## src/hdl/crv_pkg.sv

```systemverilog
`timescale 1ns / 1ps

package crv_pkg;

    localparam int SAMPLE_W  = 16;
    localparam int LINE_W    = 24;
    localparam int GAIN_W    = 15;
    localparam int NUM_REGS  = 8;
    localparam int REG_IDX_W = 3;

    typedef logic signed [SAMPLE_W-1:0] sample_t;
    typedef logic signed [LINE_W-1:0]   line_t;
    typedef logic        [GAIN_W-1:0]   gain_t;

    typedef enum logic [REG_IDX_W-1:0] {
        REG_COMB1_FB    = 3'd0,
        REG_COMB2_FB    = 3'd1,
        REG_COMB3_FB    = 3'd2,
        REG_COMB4_FB    = 3'd3,
        REG_ALLPASS1_FB = 3'd4,
        REG_ALLPASS2_FB = 3'd5,
        REG_DRY_GAIN    = 3'd6,
        REG_WET_GAIN    = 3'd7
    } reg_idx_t;

    localparam gain_t GAIN_RESET [NUM_REGS] = '{
        15'd26378, 15'd27099, 15'd25657, 15'd25035,
        15'd22938, 15'd16384, 15'd22938, 15'd9830
    };

    typedef struct packed {
        logic en;
        logic rd;
        logic wr;
    } line_ctl_t;

    function automatic line_t sat24(logic signed [LINE_W:0] v);
        line_t r;
        if (v[LINE_W] != v[LINE_W-1]) begin
            r = v[LINE_W] ? {1'b1, {(LINE_W-1){1'b0}}} : {1'b0, {(LINE_W-1){1'b1}}};
        end else begin
            r = v[LINE_W-1:0];
        end
        return r;
    endfunction

    function automatic line_t gain_mul(line_t d, gain_t g);
        logic signed [LINE_W+GAIN_W:0] p;
        p = d * $signed({1'b0, g});
        return p[LINE_W+GAIN_W-1:GAIN_W];
    endfunction

endpackage

```

## src/hdl/crv_mix.sv

```systemverilog
`timescale 1ns / 1ps

module crv_mix (
    input  logic              aclk,
    input  logic              aresetn,
    input  logic              en,
    input  logic              in_valid,
    input  crv_pkg::sample_t  dry_sample,
    input  crv_pkg::line_t    wet_sample,
    input  crv_pkg::gain_t    dry_gain,
    input  crv_pkg::gain_t    wet_gain,
    output logic              out_valid,
    output crv_pkg::sample_t  out_sample
);
    import crv_pkg::*;

    localparam int DRY_P_W = SAMPLE_W + GAIN_W + 1;
    localparam int WET_P_W = LINE_W + GAIN_W + 1;
    localparam int MIX_W   = WET_P_W + 1;
    localparam int MAG_W   = 31;
    localparam int SCL_W   = MAG_W + GAIN_W;
    localparam logic signed [MIX_W-1:0] ONE_Q30 = MIX_W'(64'sd1073741824);
    localparam logic [GAIN_W-1:0]       OUT_SCALE = 15'd32767;

    logic signed [DRY_P_W-1:0] p_dry_reg;
    logic signed [WET_P_W-1:0] p_wet_reg;
    logic                      v_prod_reg;
    logic signed [MIX_W-1:0]   mix;
    logic signed [MIX_W-1:0]   mix_clamped;
    logic [MAG_W-1:0]          mag_reg;
    logic                      neg_reg;
    logic                      v_mag_reg;
    logic [SCL_W-1:0]          scaled;
    sample_t                   scaled_s;
    sample_t                   out_sample_reg;
    logic                      out_valid_reg;

    assign mix = MIX_W'(p_dry_reg) + MIX_W'(p_wet_reg);

    always_comb begin
        mix_clamped = mix;
        if (mix > ONE_Q30) begin
            mix_clamped = ONE_Q30;
        end else if (mix < -ONE_Q30) begin
            mix_clamped = -ONE_Q30;
        end
    end

    assign scaled   = SCL_W'(mag_reg) * SCL_W'(OUT_SCALE);
    assign scaled_s = scaled[SCL_W-1:SCL_W-SAMPLE_W];

    always_ff @(posedge aclk) begin
        if (!aresetn) begin
            v_prod_reg    <= 1'b0;
            v_mag_reg     <= 1'b0;
            out_valid_reg <= 1'b0;
        end else if (en) begin
            v_prod_reg    <= in_valid;
            v_mag_reg     <= v_prod_reg;
            out_valid_reg <= v_mag_reg;
        end
    end

    always_ff @(posedge aclk) begin
        if (en) begin
            p_dry_reg      <= dry_sample * $signed({1'b0, dry_gain});
            p_wet_reg      <= wet_sample * $signed({1'b0, wet_gain});
            neg_reg        <= mix_clamped[MIX_W-1];
            mag_reg        <= mix_clamped[MIX_W-1] ? MAG_W'(-mix_clamped)
                                                   : MAG_W'(mix_clamped);
            out_sample_reg <= neg_reg ? -scaled_s : scaled_s;
        end
    end

    assign out_valid  = out_valid_reg;
    assign out_sample = out_sample_reg;

endmodule

```

## config.mk

```make
export PLATFORM = sky130hd
export DESIGN_NAME = crv_mix
export DESIGN_NICKNAME = d
export VERILOG_FILES = /design/src/hdl/crv_pkg.sv /design/src/hdl/crv_mix.sv
export SDC_FILE = /design/constraint.sdc
export NUM_CORES = 2
export LEC_CHECK = 0
export ABC_AREA = 1
export ABC_CLOCK_PERIOD_IN_PS = 8700
export BUFFER_PORTS_ARGS = -buffer_cell sky130_fd_sc_hd__buf_2
export CAP_MARGIN = 0
export CELL_PAD_IN_SITES_DETAIL_PLACEMENT = 0
export CELL_PAD_IN_SITES_GLOBAL_PLACEMENT = 1
export CORE_UTILIZATION = 51
export DETAILED_ROUTE_END_ITERATION = 8
export GPL_ROUTABILITY_DRIVEN = 0
export GPL_TIMING_DRIVEN = 0
export PLACE_DENSITY_LB_ADDON = 0.1
export SYNTH_ARGS = -nofsm -noshare
export SYNTH_HDL_FRONTEND = slang
export SYNTH_SLANG_ARGS = --single-unit
```

## constraint.sdc

```tcl
create_clock -name aclk -period 8.7 [get_ports aclk]
set_clock_uncertainty 0.05 [all_clocks]
set_input_delay 0.435 -clock aclk [delete_from_list [all_inputs] [get_ports aclk]]
set_output_delay 0.435 -clock aclk [all_outputs]
set_load 0.05 [all_outputs]
```

# Yosys cells after proc, flatten, opt, wreduce, memory -nomap -nowiden
# Index checks and enable logic that the tools add are counted.
dict set report totals {
  reg_bits 123
  latch_bits 0
  ramBits 0
  rom_bits 0
  output_inout_bits 17
  word_cells 20
  memories 0
}
dict set report classes {
  add_sub_neg 3
  n_mul 3
  n_div 0
  order_cmp 2
  eq_ne 0
  n_shift 0
  n_mux 4
  bitwise_logic 0
  n_reduce_logical 0
}
# op count
set ops {}
lappend ops {{two-way mux 41 bit} 2}
lappend ops {{multiplier 31 x 15 -> 46 bit (second input constant)} 1}
lappend ops {{adder 32 x 40 -> 41 bit} 1}
lappend ops {{greater-than comparator 41 x 32 -> 1 bit (second input constant)} 1}
lappend ops {{less-than comparator 41 x 31 -> 1 bit (second input constant)} 1}
lappend ops {{multiplier 24 x 16 -> 40 bit} 1}
lappend ops {{multiplier 16 x 16 -> 32 bit} 1}
lappend ops {{two-way mux 31 bit} 1}
lappend ops {{negator 31 bit} 1}
lappend ops {{two-way mux 16 bit} 1}
lappend ops {{negator 16 bit} 1}

# Longest topological paths before layout
dict set report logic_depth {
  depth_word 6
  ltp_mapped 34
  ltp_nobuf 34
}

# Worst setup path before layout
# Ideal clock, no wire load.
dict set report synth_path {
  path_type {reg2reg}
  start {reg mag_reg[25]}
  end {reg out_sample_reg[13], in the netlist out_sample[13], data pin}
  arrival_time_ps 6009
  t_required_ps 8397
  setup_slack_ps 2388
  path_stages_with_launch 26
  period_less_slack_ps 6312
  cell_sequence {edfxtp_1 fa_1 fa_1 inv_1 fa_1 inv_1 fa_1 fa_1 inv_1 fa_1 inv_1 ha_1 a21oi_1 inv_1 a31oi_1 nand2_1 a21oi_1 o21ai_0 xnor2_1 nand3_1 nor3_1 nand3_1 o21ai_1 nand3_1 nand2_1 nand2_1}
}
dict set report synth_via {
  elab_chain_cells 3
}
# item line_no
set synth_lines {}
lappend synth_lines {{start, declared} crv_mix.sv:30} ;# logic [MAG_W-1:0] mag_reg;
lappend synth_lines {{start signal, assigned} crv_mix.sv:69} ;# mag_reg <= mix_clamped[MIX_W-1] ? MAG_W'(-mix_clamped)
lappend synth_lines {{multiplier 31 x 15 -> 46 bit *} crv_mix.sv:49} ;# assign scaled = SCL_W'(mag_reg) * SCL_W'(OUT_SCALE);
lappend synth_lines {{negator 16 bit} crv_mix.sv:71} ;# out_sample_reg <= neg_reg ? -scaled_s : scaled_s;
lappend synth_lines {{two-way mux 16 bit *} crv_mix.sv:71}
lappend synth_lines {{end signal, assigned} crv_mix.sv:71}
lappend synth_lines {{end, declared} crv_mix.sv:35} ;# sample_t out_sample_reg;
# Every way passes the cells marked *; elsewhere a longest branch is shown, timed or not.
# A chain may end at the register's enable or synchronous reset.

# Worst setup path in the final report
dict set report layout_path {
  start {in wet_gain[4]}
  end {reg p_wet_reg[31], data pin}
}
dict set report layout_via {
  elab_chain_cells 1
}
# item line_no
set layout_lines {}
lappend layout_lines {{start, declared} crv_mix.sv:11} ;# input crv_pkg::gain_t wet_gain,
lappend layout_lines {{multiplier 24 x 16 -> 40 bit} crv_mix.sv:67} ;# p_wet_reg <= wet_sample * $signed({1'b0, wet_gain});
lappend layout_lines {{end signal, assigned} crv_mix.sv:67}
lappend layout_lines {{end, declared} crv_mix.sv:26} ;# logic signed [WET_P_W-1:0] p_wet_reg;
# Every way passes these cells.

==> impl_metrics.yaml <==
outcome:
  run_status: "completed"
cells_and_area:
  post-route-util_pct: 54.8
  nets: 6170
  largest_register_ffs: 40
  drive_gt1_share_pct: 3.06
  layout_common_cells: "inv_1, nand2_1, fa_1"
  fin_area_um2: 41800
  insertedDiodeCount: 0
  final_common_cell: "inv_1"
  area_growth_syn_to_layout_pct: 6.06
sta:
  tns_ns: 0
  period_share_pct: 88.3
  setup_viol: 0
  report.final.slew_viol_count: 0
  tightest_slew_ns: 0.840
  period_needed_ns: 7.68
  slew_headroom_pct: 43.4
  rsz0062_at_grt: "false"
  fmax_mhz: 130
  hold_violations: 0
  fin_hold_ws_ns: 0.141
floorplanning:
  row_count: 101
  coreArea_um2: 76200
  start_util_pct: 51.7
  fp.dieW_um: 280
  die_h_um: 280
  io_pins: 91
  dieArea_um2: 78400
synth:
  yosysWarnings: 0
  ys_async_sr_fraction_pct: 0
  ys_seq_elements: 123
  ys.flop_type: "edfxtp_1"
  seq_area_frac_synth_pct: 9.30
  avgSynthCellArea_um2: 8.12
  synthCells: 4856
  synthTopCellsByArea: "fa_1, inv_1, nand2_1"
  netlist_area_um2: 39400
  synth_edf_count: 120
  synth_top_area_cell: "fa_1"
  synth.distinct_cells: 49
  syn-num-nets: 6075
  synth_top_area_share_pct: 41.5
grt:
  grt_use_met1_pct: 36.5
  use_met3_pct: 2.43
  track_usage_pct: 27.4
  first_global_vias: 31445
  grt_pass1_wl_mm: 165
  use_met2_pct: 48.1
  antenna_found_initial: 0
  grt.busiest_layer: "met2"
  overflow: 0
  grt_max_degree: 76
worst_setup_path:
  cpLargestDelayFamily: "adder cells"
  critical_path_class: "primary input to flop"
  startpoint_type: "primary input"
  worstPathMaxFanout: 10
  slowest_delay_ns: 0.72
  crit_slowest_cell: "o21ai_0"
  worst-path-buf-inv: 7
  cpMostUsedCell: "fa_1"
  end_kind: "flop"
  worst_ep_required_time_ns: 8.86
  crit_arrival_ns: 7.84
cts:
  cts_setup_buffers: 0
  numCtsBuffers: 17
  cts_resized: 0
  cts_sinks: 123
  cts_buffer_depth: 2
  htreeDepth: 4
  cts_root_buf: "clkbuf_16"
  cts_tree: "yes"
  cts.clk_slew.worst_paths_ns: 0.06
  cts_hold_buf: 0
  clock_latency_ns: 0.46
job:
  maxCapViolations: 0
place:
  place_area_um2: 41100
  portBuffers: 75
  place_hpwl_mm: 90.2
routing:
  drtIter0Drc: 1577
  drcViolationCount: 0
  routed_wl_mm: 101
  vias: 29960
  detail-route-antenna-nets: 0
  dr.pass1.iters: 5
  vias_per_cell: 5.00
  wl_per_cell_um: 16.9
hold_path:
  worstHoldPathType: "primary input to flop"
[final timing paths]
check | cells after the start | endpoint | start | slack, ns
min reg2reg | 2 | out_valid$_SDFFE_PN0P_ | v_mag_reg$_SDFFE_PN0P_ | 0.44
min | 3 | v_prod_reg$_SDFFE_PN0P_ | in_valid | 0.14
max | 25 | p_wet_reg[31]$_DFFE_PP_ | wet_gain[4] | 1.02
max reg2reg | 27 | out_sample[13]$_DFFE_PP_ | mag_reg[1]$_DFFE_PP_ | 1.19
[synthesized netlist by cell type, types with 8 or more instances]
| library cell | instances |
|---|---|
| clkbuf_1 | 105 |
| edfxtp_1 | 120 |
| nor2_1 | 212 |
| nor3_1 | 15 |
| o21ai_0 | 80 |
| o21a_1 | 9 |
| nand3b_1 | 18 |
| nand4_1 | 31 |
| nand2_1 | 1236 |
| inv_1 | 1347 |
| inv_2 | 9 |
| a21o_1 | 16 |
| o41ai_1 | 11 |
| a21boi_0 | 8 |
| xor2_1 | 79 |
| a21oi_1 | 142 |
| a31oi_1 | 17 |
| xnor2_1 | 57 |
| nand3_1 | 93 |
| o21ai_1 | 14 |
| ha_1 | 328 |
| fa_1 | 817 |
| nor2_2 | 11 |
| o21bai_1 | 18 |
[routing by layer]
| metal | part of all wire (%) | vias to the layer above | wire (um) |
|---|---|---|---|
| met3 | 3.5 | 108 | 3500 |
| li1 | - | 14442 | - |
| met2 | 50 | 495 | 50800 |
| met5 | 0 | - | 0 |
| met1 | 44 | 14915 | 44600 |
| met4 | 2.3 | 0 | 2280 |
[worst reg2reg max path: cells and delay by family (launching register included)]
kind,cells,cell delay [ns]
AOI/OAI and AO/OA,7,2.11
xor gates and xnor gates,1,0.29
adders and majority gates,7,2.75
buffers and inverters,3,0.22
DFF,1,0.47
and+or+nand+nor,9,1.41
[kinds of logic (layout without fill, tap and decap cells)]
group | count (synthesis) | after routing | synth area share (%)
XOR/XNOR | 136 | 136 | 3.02
adder cells (fa/ha/maj) | 1145 | 1145 | 51.9
flip-flops | 123 | 123 | 9.30
AND/OR/NAND/NOR | 1642 | 1642 | 16.7
buffers and inverters | 1470 | 1578 | 14.1
AO/OA/AOI/OAI | 340 | 340 | 5.00
[metrics by stage]
step,setup WS (ns),cells
6_report,1.02,5994
5_1_grt,0.504,5994
4_1_cts,1.17,5994
3_5_place_dp,0.745,5962
3_3_place_gp,0.739,5961
2_1_floorplan,2.39,4856
[cell type report]
type	instances	area, um2
fill	7429	34400
multi-input combinational	3263	30200
inverter	1356	5090
sequential	123	3660
tap	1030	1290
buffer	114	465
clock buffer	17	425
timing repair buffer	76	409
clock inverter	15	265
Power is left out: the tool's default activity adds up to more than one toggle a clock period on the data nets, which glitch-free logic cannot reach.
