[src/hdl/crv_pkg.sv]
`timescale 1ns / 1ps

package crv_pkg;

    localparam int SAMPLE_W  = 16;
    localparam int LINE_W    = 24;
    localparam int GAIN_W    = 15;
    localparam int NUM_REGS  = 8;
    localparam int REG_IDX_W = 3;

    typedef logic signed [SAMPLE_W-1:0] sample_t;
    typedef logic signed [LINE_W-1:0]   line_t;
    typedef logic        [GAIN_W-1:0]   gain_t;

    typedef enum logic [REG_IDX_W-1:0] {
        REG_COMB1_FB    = 3'd0,
        REG_COMB2_FB    = 3'd1,
        REG_COMB3_FB    = 3'd2,
        REG_COMB4_FB    = 3'd3,
        REG_ALLPASS1_FB = 3'd4,
        REG_ALLPASS2_FB = 3'd5,
        REG_DRY_GAIN    = 3'd6,
        REG_WET_GAIN    = 3'd7
    } reg_idx_t;

    localparam gain_t GAIN_RESET [NUM_REGS] = '{
        15'd26378, 15'd27099, 15'd25657, 15'd25035,
        15'd22938, 15'd16384, 15'd22938, 15'd9830
    };

    typedef struct packed {
        logic en;
        logic rd;
        logic wr;
    } line_ctl_t;

    function automatic line_t sat24(logic signed [LINE_W:0] v);
        line_t r;
        if (v[LINE_W] != v[LINE_W-1]) begin
            r = v[LINE_W] ? {1'b1, {(LINE_W-1){1'b0}}} : {1'b0, {(LINE_W-1){1'b1}}};
        end else begin
            r = v[LINE_W-1:0];
        end
        return r;
    endfunction

    function automatic line_t gain_mul(line_t d, gain_t g);
        logic signed [LINE_W+GAIN_W:0] p;
        p = d * $signed({1'b0, g});
        return p[LINE_W+GAIN_W-1:GAIN_W];
    endfunction

endpackage

[src/hdl/crv_line.sv]
`timescale 1ns / 1ps

module crv_line #(
    parameter int unsigned DEPTH = 2
) (
    input  logic                aclk,
    input  logic                aresetn,
    input  crv_pkg::line_ctl_t  ctl,
    input  crv_pkg::line_t      wr_data,
    output crv_pkg::line_t      rd_data
);
    import crv_pkg::*;

    localparam int unsigned AW = (DEPTH > 1) ? $clog2(DEPTH) : 1;

    line_t          mem [DEPTH];
    logic [AW-1:0]  pos_reg;
    logic [AW-1:0]  pos_next;
    logic [AW-1:0]  wa_reg;
    logic           fill_reg;
    line_t          q_reg;
    line_t          fwd_reg;
    logic           fwd_sel_reg;
    logic           zero_sel_reg;
    logic           rd_fire;
    logic           wr_fire;

    assign rd_fire  = ctl.en && ctl.rd;
    assign wr_fire  = ctl.en && ctl.wr;
    assign pos_next = (pos_reg == AW'(DEPTH - 1)) ? '0 : pos_reg + 1'b1;

    always_ff @(posedge aclk) begin
        if (!aresetn) begin
            pos_reg  <= '0;
            fill_reg <= 1'b0;
        end else if (rd_fire) begin
            pos_reg <= pos_next;
            if (pos_reg == AW'(DEPTH - 1)) begin
                fill_reg <= 1'b1;
            end
        end
    end

    always_ff @(posedge aclk) begin
        if (rd_fire) begin
            q_reg        <= mem[pos_reg];
            wa_reg       <= pos_reg;
            fwd_reg      <= wr_data;
            fwd_sel_reg  <= wr_fire && (wa_reg == pos_reg);
            zero_sel_reg <= !fill_reg;
        end
    end

    always_ff @(posedge aclk) begin
        if (wr_fire) begin
            mem[wa_reg] <= wr_data;
        end
    end

    assign rd_data = fwd_sel_reg  ? fwd_reg :
                     zero_sel_reg ? '0      : q_reg;

endmodule

[config.mk]
export PLATFORM = sky130hd
export DESIGN_NAME = crv_line
export DESIGN_NICKNAME = d
export VERILOG_FILES = /design/src/hdl/crv_pkg.sv /design/src/hdl/crv_line.sv
export SDC_FILE = /design/constraint.sdc
export NUM_CORES = 1
export LEC_CHECK = 0
export ABC_AREA = 1
export BUFFER_PORTS_ARGS = -buffer_cell sky130_fd_sc_hd__buf_4
export CORE_MARGIN = 5
export CORE_UTILIZATION = 30
export DETAILED_ROUTE_END_ITERATION = 6
export GPL_TIMING_DRIVEN = 1
export SYNTH_ARGS = -nofsm -noshare
export SYNTH_HDL_FRONTEND = slang
export SYNTH_SLANG_ARGS = --single-unit
[constraint.sdc]
create_clock -name aclk -period 3.3 [get_ports aclk]
set_clock_uncertainty 0.2 [all_clocks]
set_input_delay 0.33 -clock aclk [delete_from_list [all_inputs] [get_ports aclk]]
set_output_delay 0.33 -clock aclk [all_outputs]
set_load 0.01 [all_outputs]
**Word level (Yosys, flattened, before mapping)**

Memory sizes are Yosys's and may differ from the RTL's. A register that Yosys moved wholly into a read port is not among the register bits.
Index checks and enable logic that the tools add are counted.

- Add/subtract/negate cells: 1
- Equality and inequality tests: 1
- Mux-type cells: 5
- Reductions and logical operators: 5

Operators with widths:

| cell | count |
|---|---|
| $mux W24 | 2 |
| $logic_and A1 B1 Y1 | 3 |
| $mux W1 | 3 |
| $reduce_and A2 Y1 | 1 |
| $add A1 B1 Y1 const B | 1 |
| $eq A1 B1 Y1 | 1 |
| $logic_not A1 Y1 | 1 |

- Register bits after elaboration: 29
- Bits in writable memories: 48
- Input bits: 29
- Output and inout bits: 24
- Word-level logic and storage cells: 19
- Memories kept: 1

Memories:

| memory | words | width | rd ports | clocked after memory_dff | wr ports | line | text |
|---|---|---|---|---|---|---|---|
| mem | 2 | 24 | 1 | 1 | 1 | crv_line.sv:16 | `line_t mem [DEPTH];` |

**Depth between registers and ports, before layout**

Gate-level depths: netlist of run 1.

- Word-level depth: 3
- Mapped depth: 5
- Mapped depth without buffers: 4

**Worst setup path after synthesis of run 1**

OpenSTA, ideal clock, no wires.

- Path kind: flip-flop to flip-flop
- Start: register wa_reg
- End: memory mem[0][0] in the netlist's numbering, enable pin
- Setup time: 405 ps
- Arrival time: 1443 ps
- Required time: 2695 ps
- Setup slack: 1252 ps
- Stages on the path, launching flop included: 2
- Buffers on the path: 0
- Period minus slack after synthesis: 2048 ps
- Cells stage by stage: edfxtp_1 nor2_1

RTL lines:

| item | line | text |
|---|---|---|
| start: declaration | crv_line.sv:19 | `logic [AW-1:0] wa_reg;` |
| start signal: assignment | crv_line.sv:47 | `wa_reg <= pos_reg;` |
| end: declaration | crv_line.sv:16 |  |

Straight into the memory's write port.

**Worst setup path after layout of run 1**

- Start: register zero_sel_reg
- End: output port rd_data[17]

- Word-level cells in the longest chain between the ends: 2

Ends and longest elaborated chain:

| item | line | text |
|---|---|---|
| start: declaration | crv_line.sv:24 | `logic zero_sel_reg;` |
| start signal: assignment | crv_line.sv:50 | `zero_sel_reg <= !fill_reg;` |
| $mux W24 | crv_line.sv:61 | `zero_sel_reg ? '0 : q_reg;` |
| $mux W24 | crv_line.sv:60 | `assign rd_data = fwd_sel_reg ? fwd_reg :` |
| end: declaration | crv_line.sv:10 | `output crv_pkg::line_t rd_data` |

No other way between the ends.

==> impl_metrics.ini, run 1 <==
[clocking]
clock_latency_ps = 330
htree_levels = 3
postCtsSetupRepairBufs = 0
cts_sinks = 101
cts_root_buf = clkbuf_16
clk_pin_slew_ps = 60
cts_tree = done
clock_path_buffers = 2
cts_inserted_buffers = 9
holdBufCountCts = 23
ctsResizeCount = 0

[synth]
synth_fp_nets = 303
synth_cell_types = 12
synth_top_area_share_pct = 79.6
ys_warn_count = 0
ys_ff_latch = 101
synth_top_cell_by_area = edfxtp_1
ys_seq_area_share_pct = 80.7
synth_area_leaders = edfxtp_1 (80%), nand2_1 (15%), buf_6 (1.8%)
syn_area_um2 = 3730
syn_inst = 274
postSynthAreaPerCell_um2 = 13.6

[worst_setup_path]
critical_path_class = flip-flop to output port
slowest_stage = edfxtp_1
rrSetupSlack_ps = 1580
critical_path.cell_chain = nor2_8 > nand2_1 > nand2_1 > buf_4
end_kind = output port
cp_top_family = simple AND/OR/NAND/NOR gates
worstPathArrival_ps = 1480
cp-start-kind = flip-flop
crit_path_max_fanout = 24
r2r_start = wa_reg$_DFFE_PP_
reg2reg_depth = 2
worst_path_most_repeated_cell = nand2_1
slowest_delay_ps = 450
cp.required_ps = 2770
r2r_end = mem[1][1]$_DFFE_PP_
path_buf_inv = 1

[grt]
grt_use_total_pct = 9.66
grt_max_degree = 52
grt_pass1_wl_um = 10800
grt_overflow_total = 0
antenna_found_initial = 0
grt_pass1_vias = 2136

[final_layout]
fin_cells = 526
largest_register_ffs = 48
num_antenna_cells = 0
multi_input_area_um2 = 628
synthToLayoutAreaGrowth_pct = 29.4
n_fill_cell = 1167
drive_gt1_share_pct = 20.4
nNetsFinal = 382
seqCellArea_um2 = 3010
design_area_um2 = 4830

[sta]
setup_viol = 0
period_share_pct = 61.0
tns_ps = 0
worst_slack_ps = 1290
slew_violations = 0
rsz0062_at_grt = false
fmax_ghz = 0.497
final-hold-violation-count = 0
tightest_slew_ps = 1080
maxSlewHeadroom_pct = 27.9
period_minus_slack_ps = 2010

[place]
place_area_um2 = 4280
port-buffer-count = 52
preCtsSetupSlack_ps = 1410
dp.cells = 486
place_hpwl_um = 4050
gp_congestion = 0.645

[drt]
wl_per_cell_um = 12.7
drt_iter0_markers = 61
drc = 0
ant_nets = 0
dr.pass1.iters = 4
routed_wl_um = 6680
routed_via_density = 3.98
vias = 2092

[min_path]
worstHoldStart = aresetn
hold_end = fill_reg$_SDFFE_PN0P_
whs_path_depth = 3
hp-class = primary input to flip-flop

[floorplanning]
die_x_um = 122
pin_count = 53
design.core.area_um2 = 12100
num_rows = 40
initial_core_util_pct = 30.8
fp.dieArea_um2 = 14800
die_y_um = 122

[status]
status = complete, no violations

[power]
ir_drop_mv = 0.275
p_per_area_nw_per_um2 = 570
switching_share_pct = 19.4
p_comb_share_pct = 6.6
p_seq_share_pct = 54.0
power.leakage_nw = 1.92
power_switching_mw = 0.535
p_clk_share_pct = 39.5
p_int_mw = 2.22

[flow_run]
drv_cap = 0
-- worst register-to-register path: stages, from the launching register on --
cell and delay (ps):
edfxtp_1 410, inv_1 110, nor2_4 620
-- cells in the mapped netlist --
library cell and number:
buf_2 3, nand2_1 150, inv_2 1, nor2_8 1
inv_1 4, nand3_1 1, dfxtp_1 2, a21oi_1 2
edfxtp_1 99, buf_4 1, nor2_1 4, buf_6 6
-- layout by cell type (no fill, tap or decap) --
| cell type | Yosys | layout |
|---|---|---|
| nand2_1 | 150 | 150 |
| edfxtp_1 | 99 | 99 |
| buf_4 | 1 | 54 |
| dlygate4sd3_1 | 0 | 24 |
| clkbuf_16 | 0 | 9 |
| inv_1 | 4 | 3 |
| inv_2 | 1 | 2 |
| nor2_4 | 0 | 2 |
| nor2_1 | 4 | 2 |
| a21oi_1 | 2 | 2 |
| bufinv_16 | 0 | 2 |
| clkinv_4 | 0 | 2 |
| clkbuf_1 | 0 | 2 |
| dfxtp_1 | 2 | 2 |
| nor2_8 | 1 | 1 |
| nand3_1 | 1 | 1 |
| clkinvlp_4 | 0 | 1 |
-- through the flow --
step / utilization, % / hold WS, ps / power (mW)
floorplan: - / 226 / 1.59
global placement: 35.3 / 249 / 1.67
detailed placement: 35.3 / 251 / 1.68
CTS: 39.8 / 0.238 / 2.79
global route: 39.9 / 10.2 / 2.86
finish: 39.9 / 22.7 / 2.76
-- how the worst max path moves through the flow --
stage	start	endpoint	cells after the start
final	zero_sel_reg$_DFFE_PP_	rd_data[17]	4
after global placement	ctl[2]	fwd_reg[3]$_DFFE_PP_	3
after floorplan	wa_reg$_DFFE_PP_	mem[0][0]$_DFFE_PP_	1
after global routing	fwd_sel_reg$_DFFE_PP_	rd_data[18]	4
after detailed placement	ctl[2]	fwd_reg[3]$_DFFE_PP_	3
after CTS	zero_sel_reg$_DFFE_PP_	rd_data[18]	4
-- area by class of cell --
cell class,instances,share of cell area [%]
repair buffers,78,13.4
clock buffers,11,4.81
multi-input cells,158,13.0
inverters,5,0.388
well taps,168,4.35
clock inverters,5,1.76
flip-flops and latches,101,62.3
-- metal layers --
| layer | global-route usage [%] | vias up | share of wire (%) |
|---|---|---|---|
| li1 | - | 1075 | - |
| met1 | 11.4 | 957 | 43 |
| met2 | 16.8 | 56 | 51 |
| met3 | 2.83 | 4 | 4.9 |
| met4 | 3.36 | 0 | 0.72 |
| met5 | 0 | - | 0 |
-- logic make-up after synthesis --
logic type / Yosys count / share of synthesized area, %
and+or+nand+nor: 156 / 16.1
DFF: 101 / 80.7
buffers and inverters: 15 / 2.91
AOI/OAI and AO/OA: 2 / 0.268
-- power groups by stage --
stage               combinational, mW  sequential [mW]  clock, mW
global placement                0.159             1.51          0
finish                          0.181             1.49       1.09
CTS                             0.186             1.49       1.11
global route                    0.205             1.49       1.17
detailed placement              0.164             1.52          0
floorplan                      0.0824             1.51          0
Power figures use the tool's default switching activity.
==> inputs of run 2 (changes only) <==
ABC_AREA = 0   (was 1)
clock period = 1.95 ns   (was 3.3 ns; I/O delays follow)
==> impl_metrics.ini, run 2 <==
[min_path]
worstHoldStart = ctl[0]
hp-class = primary input to flip-flop

[synth]
synth_top_area_share_pct = 79.9
syn_inst = 173
async_reset_ff_share_pct = 0
synth-edff-count = 99
postSynthAreaPerCell_um2 = 21.5
synthFlopType = edfxtp_1
synth_cell_types = 18
ys_ff_latch = 101
syn_area_um2 = 3720
synth_fp_nets = 202
ys_warn_count = 0
synth_area_leaders = edfxtp_1 (80%), mux2_4 (6.9%), a22o_1 (5.4%)
synth_top_cell_by_area = edfxtp_1
ys_seq_area_share_pct = 80.9
synth_most_common_cell = edfxtp_1
synth_common_cells = edfxtp_1 (99), a22o_1 (23), mux2_4 (17)

[final_layout]
final_cell_mix = edfxtp_1 (99), buf_4 (56), dlygate4sd3_1 (28), a22o_1 (23), mux2_4 (17)
largest_register_ffs = 48
nNetsFinal = 294
multi_input_area_um2 = 627
num_antenna_cells = 0
drive_gt1_share_pct = 38.5
fin_cells = 438
seqCellArea_um2 = 3010
final_common_cell = edfxtp_1
utilization_pct = 40.8
synthToLayoutAreaGrowth_pct = 32.6
n_fill_cell = 1126

[drt]
routed_wl_um = 6500
routed_via_density = 4.17
ant_nets = 0
vias = 1825
dr.pass1.iters = 4
drt_iter0_markers = 79
drc = 0
wl_per_cell_um = 14.8

[worst_setup_path]
cp-start-kind = flip-flop
crit_path_start = fwd_sel_reg$_DFFE_PP_
worstPathArrival_ps = 1480
cp.required_ps = 1550
r2r_start = pos_reg$_SDFFE_PN0P_
crit_path_max_fanout = 10
critical_path_class = flip-flop to output port
end_kind = output port
rrSetupSlack_ps = 370

[clocking]
clk_pin_slew_ps = 60
cts_root_buf = clkbuf_16
clock_latency_ps = 330
cts_tree = done
htree_levels = 3
cts_sinks = 101
clock_path_buffers = 2
cts_inserted_buffers = 9

[sta]
setup_viol = 0
maxSlewHeadroom_pct = 77.7
slew_violations = 0
final-hold-violation-count = 0
period_share_pct = 96.1
fmax_ghz = 0.534
rsz0062_at_grt = true
tightest_slew_ps = 335
period_minus_slack_ps = 1870

[place]
place_hpwl_um = 4250
gp_congestion = 0.660
dp.cells = 393
port-buffer-count = 52

[floorplanning]
die_y_um = 121
pin_count = 53
fp.dieArea_um2 = 14700
die_x_um = 121
design.core.area_um2 = 12100
num_rows = 40
initial_core_util_pct = 30.7

[grt]
grt_max_degree = 43
grt_use_total_pct = 9.31
grt_pass1_wl_um = 10400
antenna_found_initial = 0
grt_overflow_total = 0
grt_pass1_vias = 2046

[power]
p_int_mw = 3.68
p_comb_share_pct = 7.5
power_switching_mw = 0.895
ir_drop_mv = 0.528
power.leakage_nw = 1.76
p_per_area_nw_per_um2 = 927
p_seq_share_pct = 54.9
p_clk_share_pct = 37.6
switching_share_pct = 19.6

[status]
status = complete, no violations

[flow_run]
drv_cap = 0
==> run 2: cell types whose count changed after synthesis, moves of 3 or more <==
cell,change
a22o_1,+23
mux2_2,+7
o21ai_0,+3
buf_6,-3
mux2_4,+17
nand2_1,-145
==> run 2: per-layer routing <==
metal	GRT usage (%)	wire length, um	vias up
li1	-	-	881
met4	2.52	17	0
met3	3.36	377	2
met1	10.8	2780	890
met2	16.2	3330	52
met5	0	0	-
==> run 2: kinds of logic after synthesis <==
group | share of synthesized area [%]
buffers and inverters | 2.45
and+or+nand+nor | 1.58
muxes | 8.97
xor gates and xnor gates | 0.235
DFF | 80.9
AOI/OAI and AO/OA | 5.81
==> run 2: path summary, 6_finish.rpt <==
kind,end,cells after the start
max,rd_data[14],4
min,fwd_sel_reg$_DFFE_PP_,3
max reg2reg,pos_reg$_SDFFE_PN0P_,4
min reg2reg,zero_sel_reg$_DFFE_PP_,1
==> run 2: what timing repair did <==
| item | 4_1_cts | 5_1_grt |
|---|---|---|
| gates resized for setup | 1 | 1 |
| setup endpoints to repair | 2 | 8 |
| hold buffers | 28 | 0 |
| endpoints found under the hold margin | 74 | 0 |
| gates cloned | 0 | 0 |
| buffers inserted | 0 | 1 |
==> run 2: per-stage QoR <==
step	hold WS [ps]	setup WS, ps	cell area [um2]	TNS (ps)	total power [mW]
6_report	55.7	76.6	4940	0	4.57
5_1_grt	72.6	-4.34	4940	-8.51	4.75
4_1_cts	40.9	6.17	4920	0	4.64
3_5_place_dp	194	371	4350	0	2.87
3_3_place_gp	189	376	4350	0	2.86
2_1_floorplan	93.9	89.4	3720	0	2.72
==> run 2: power by group through the flow <==
stage	clock, mW	sequential (mW)	combinational [mW]
after floorplan	0	2.55	0.163
final	1.72	2.51	0.341
after CTS	1.77	2.51	0.351
after global routing	1.86	2.52	0.373
after global placement	0	2.56	0.300
after detailed placement	0	2.56	0.305
==> run 2: final cells by class <==
cell class / count / share of cell area [%]
sequential: 101 / 61.1
inverter: 2 / 0.152
clock buffer: 11 / 4.71
clock inverter: 5 / 1.24
timing repair buffer: 89 / 15.9
multi-input combinational: 62 / 12.7
tap: 168 / 4.26
==> run 2: critical path, cell delays in order, from the launching register on <==
cell and delay, ps:
edfxtp_1 510, nor2_4 140, buf_4 200, a22o_1 180, buf_4 130
==> inputs of run 3 (changes only) <==
CORE_UTILIZATION = 45   (was 30)
PLACE_DENSITY = 0.65   (was not set)
SLEW_MARGIN = 20   (was not set)
==> impl_metrics.ini, run 3 (synthesis gave the netlist of run 2 again) <==
[clocking]
clk_pin_slew_ps = 80
cts_root_buf = clkbuf_8
clock_path_buffers = 2
clock_latency_ps = 350
cts_inserted_buffers = 9
ctsResizeCount = 0
cts_tree = done
htree_levels = 3
cts_sinks = 101

[floorplanning]
design.core.area_um2 = 8130
pin_count = 53
num_rows = 33
fp.dieArea_um2 = 10200
initial_core_util_pct = 45.8
die_y_um = 101
die_x_um = 101

[drt]
routed_via_density = 4.91
drc = 0
dr.pass1.iters = 3
wl_per_cell_um = 16.3
routed_wl_um = 6140
vias = 1847
drt_iter0_markers = 86
ant_nets = 0

[power]
p_comb_share_pct = 8.2
power_switching_mw = 0.878
totalPowerFinal_mw = 4.04
p_clk_share_pct = 29.5
switching_share_pct = 21.7
p_per_area_nw_per_um2 = 854
p_int_mw = 3.16
p_seq_share_pct = 62.3
power.leakage_nw = 1.73
ir_drop_mv = 0.516

[worst_setup_path]
crit_path_max_fanout = 25
end_kind = output port
cp-start-kind = flip-flop
critical_path_class = flip-flop to output port
cp.required_ps = 1550
worstPathArrival_ps = 1490
reg2reg_depth = 4

[sta]
fmax_ghz = 0.530
final-hold-violation-count = 0
rsz0062_at_grt = false
period_minus_slack_ps = 1890
tightest_slew_ps = 402
tns_ps = 0
maxSlewHeadroom_pct = 73.2
setup_viol = 0
period_share_pct = 96.8
slew_violations = 0

[min_path]
hp-class = primary input to flip-flop
whs_path_depth = 3

[final_layout]
n_fill_cell = 613
num_antenna_cells = 0
final_cell_mix = edfxtp_1 (99), buf_4 (60), dlygate4sd3_1 (28), a22o_1 (23), mux2_4 (17)
drive_gt1_share_pct = 39.1
synthToLayoutAreaGrowth_pct = 26.9
final_common_cell = edfxtp_1
largest_register_ffs = 48
nNetsFinal = 295

[place]
gp_congestion = 0.685
port-buffer-count = 52
place_hpwl_um = 3900

[grt]
grt_pass1_vias = 1957
grt_max_degree = 32
antenna_found_initial = 0
grt_pass1_wl_um = 9580
grt_use_total_pct = 12.7
grt_overflow_total = 0

[flow_run]
drv_cap = 0

[status]
status = complete, no violations
-- run 3: cell types whose count changed in the layout (fill, tap and decap cells not counted), sizes merged --
cell      previous run  this run
clkinv               1         4
clkinvlp             3         0
inv                  2         5
clkbuf              11         9
buf                 61        62
bufinv               1         0
-- run 3: critical path, cell delays in order (launching register included) --
cell and delay, ps:
edfxtp_1 430, buf_4 260, o21ai_0 280, buf_4 180
-- run 3: metrics by stage --
step	area (um2)	std cells	utilization (%)	worst slack (ps)	hold slack, ps
after global placement	4260	331	52.3	402	189
after CTS	4720	376	58.1	27.9	18.9
final	4720	376	58.1	62.8	25.3
after global routing	4720	376	58.1	0.717	44.9
after floorplan	3720	173	-	89.4	93.9
after detailed placement	4260	331	52.3	392	193
-- run 3: final timing paths --
check | endpoint | startpoint | slack, ps
worst max register to register | pos_reg$_SDFFE_PN0P_ | pos_reg$_SDFFE_PN0P_ | 110
worst max-delay path | rd_data[22] | fwd_sel_reg$_DFFE_PP_ | 60
worst min register to register | zero_sel_reg$_DFFE_PP_ | fill_reg$_SDFFE_PN0P_ | 280
worst min-delay path | fwd_sel_reg$_DFFE_PP_ | ctl[0] | 30
-- run 3: routing by layer --
layer	global-route usage (%)	vias up	share of wire [%]
li1	-	880	-
met1	16.6	911	45
met2	20.3	47	48
met3	3.67	9	5.2
met4	4.81	0	1.3
met5	0	-	0
-- run 3: repair_timing --
action,in CTS,in global routing
hold buffers,28,0
buffers inserted,1,0
hold endpoints to repair,74,0
endpoints found under the setup margin,1,0
-- run 3: area by class of cell --
| cell class | instances | area, um2 | share of cell area [%] |
|---|---|---|---|
| flip-flops and latches | 101 | 3010 | 63.8 |
| multi-input cells | 62 | 621 | 13.1 |
| clock buffers | 9 | 124 | 2.62 |
| repair buffers | 90 | 771 | 16.3 |
| well taps | 105 | 131 | 2.78 |
| inverters | 2 | 7.51 | 0.159 |
| clock inverters | 7 | 56.3 | 1.19 |
-- run 3: power groups by stage --
stage / sequential (mW) / clock (mW) / combinational [mW]
after floorplan: 2.55 / 0 / 0.163
after global placement: 2.56 / 0 / 0.285
after detailed placement: 2.57 / 0 / 0.292
after CTS: 2.52 / 1.22 / 0.337
after global routing: 2.53 / 1.33 / 0.357
final: 2.52 / 1.19 / 0.331
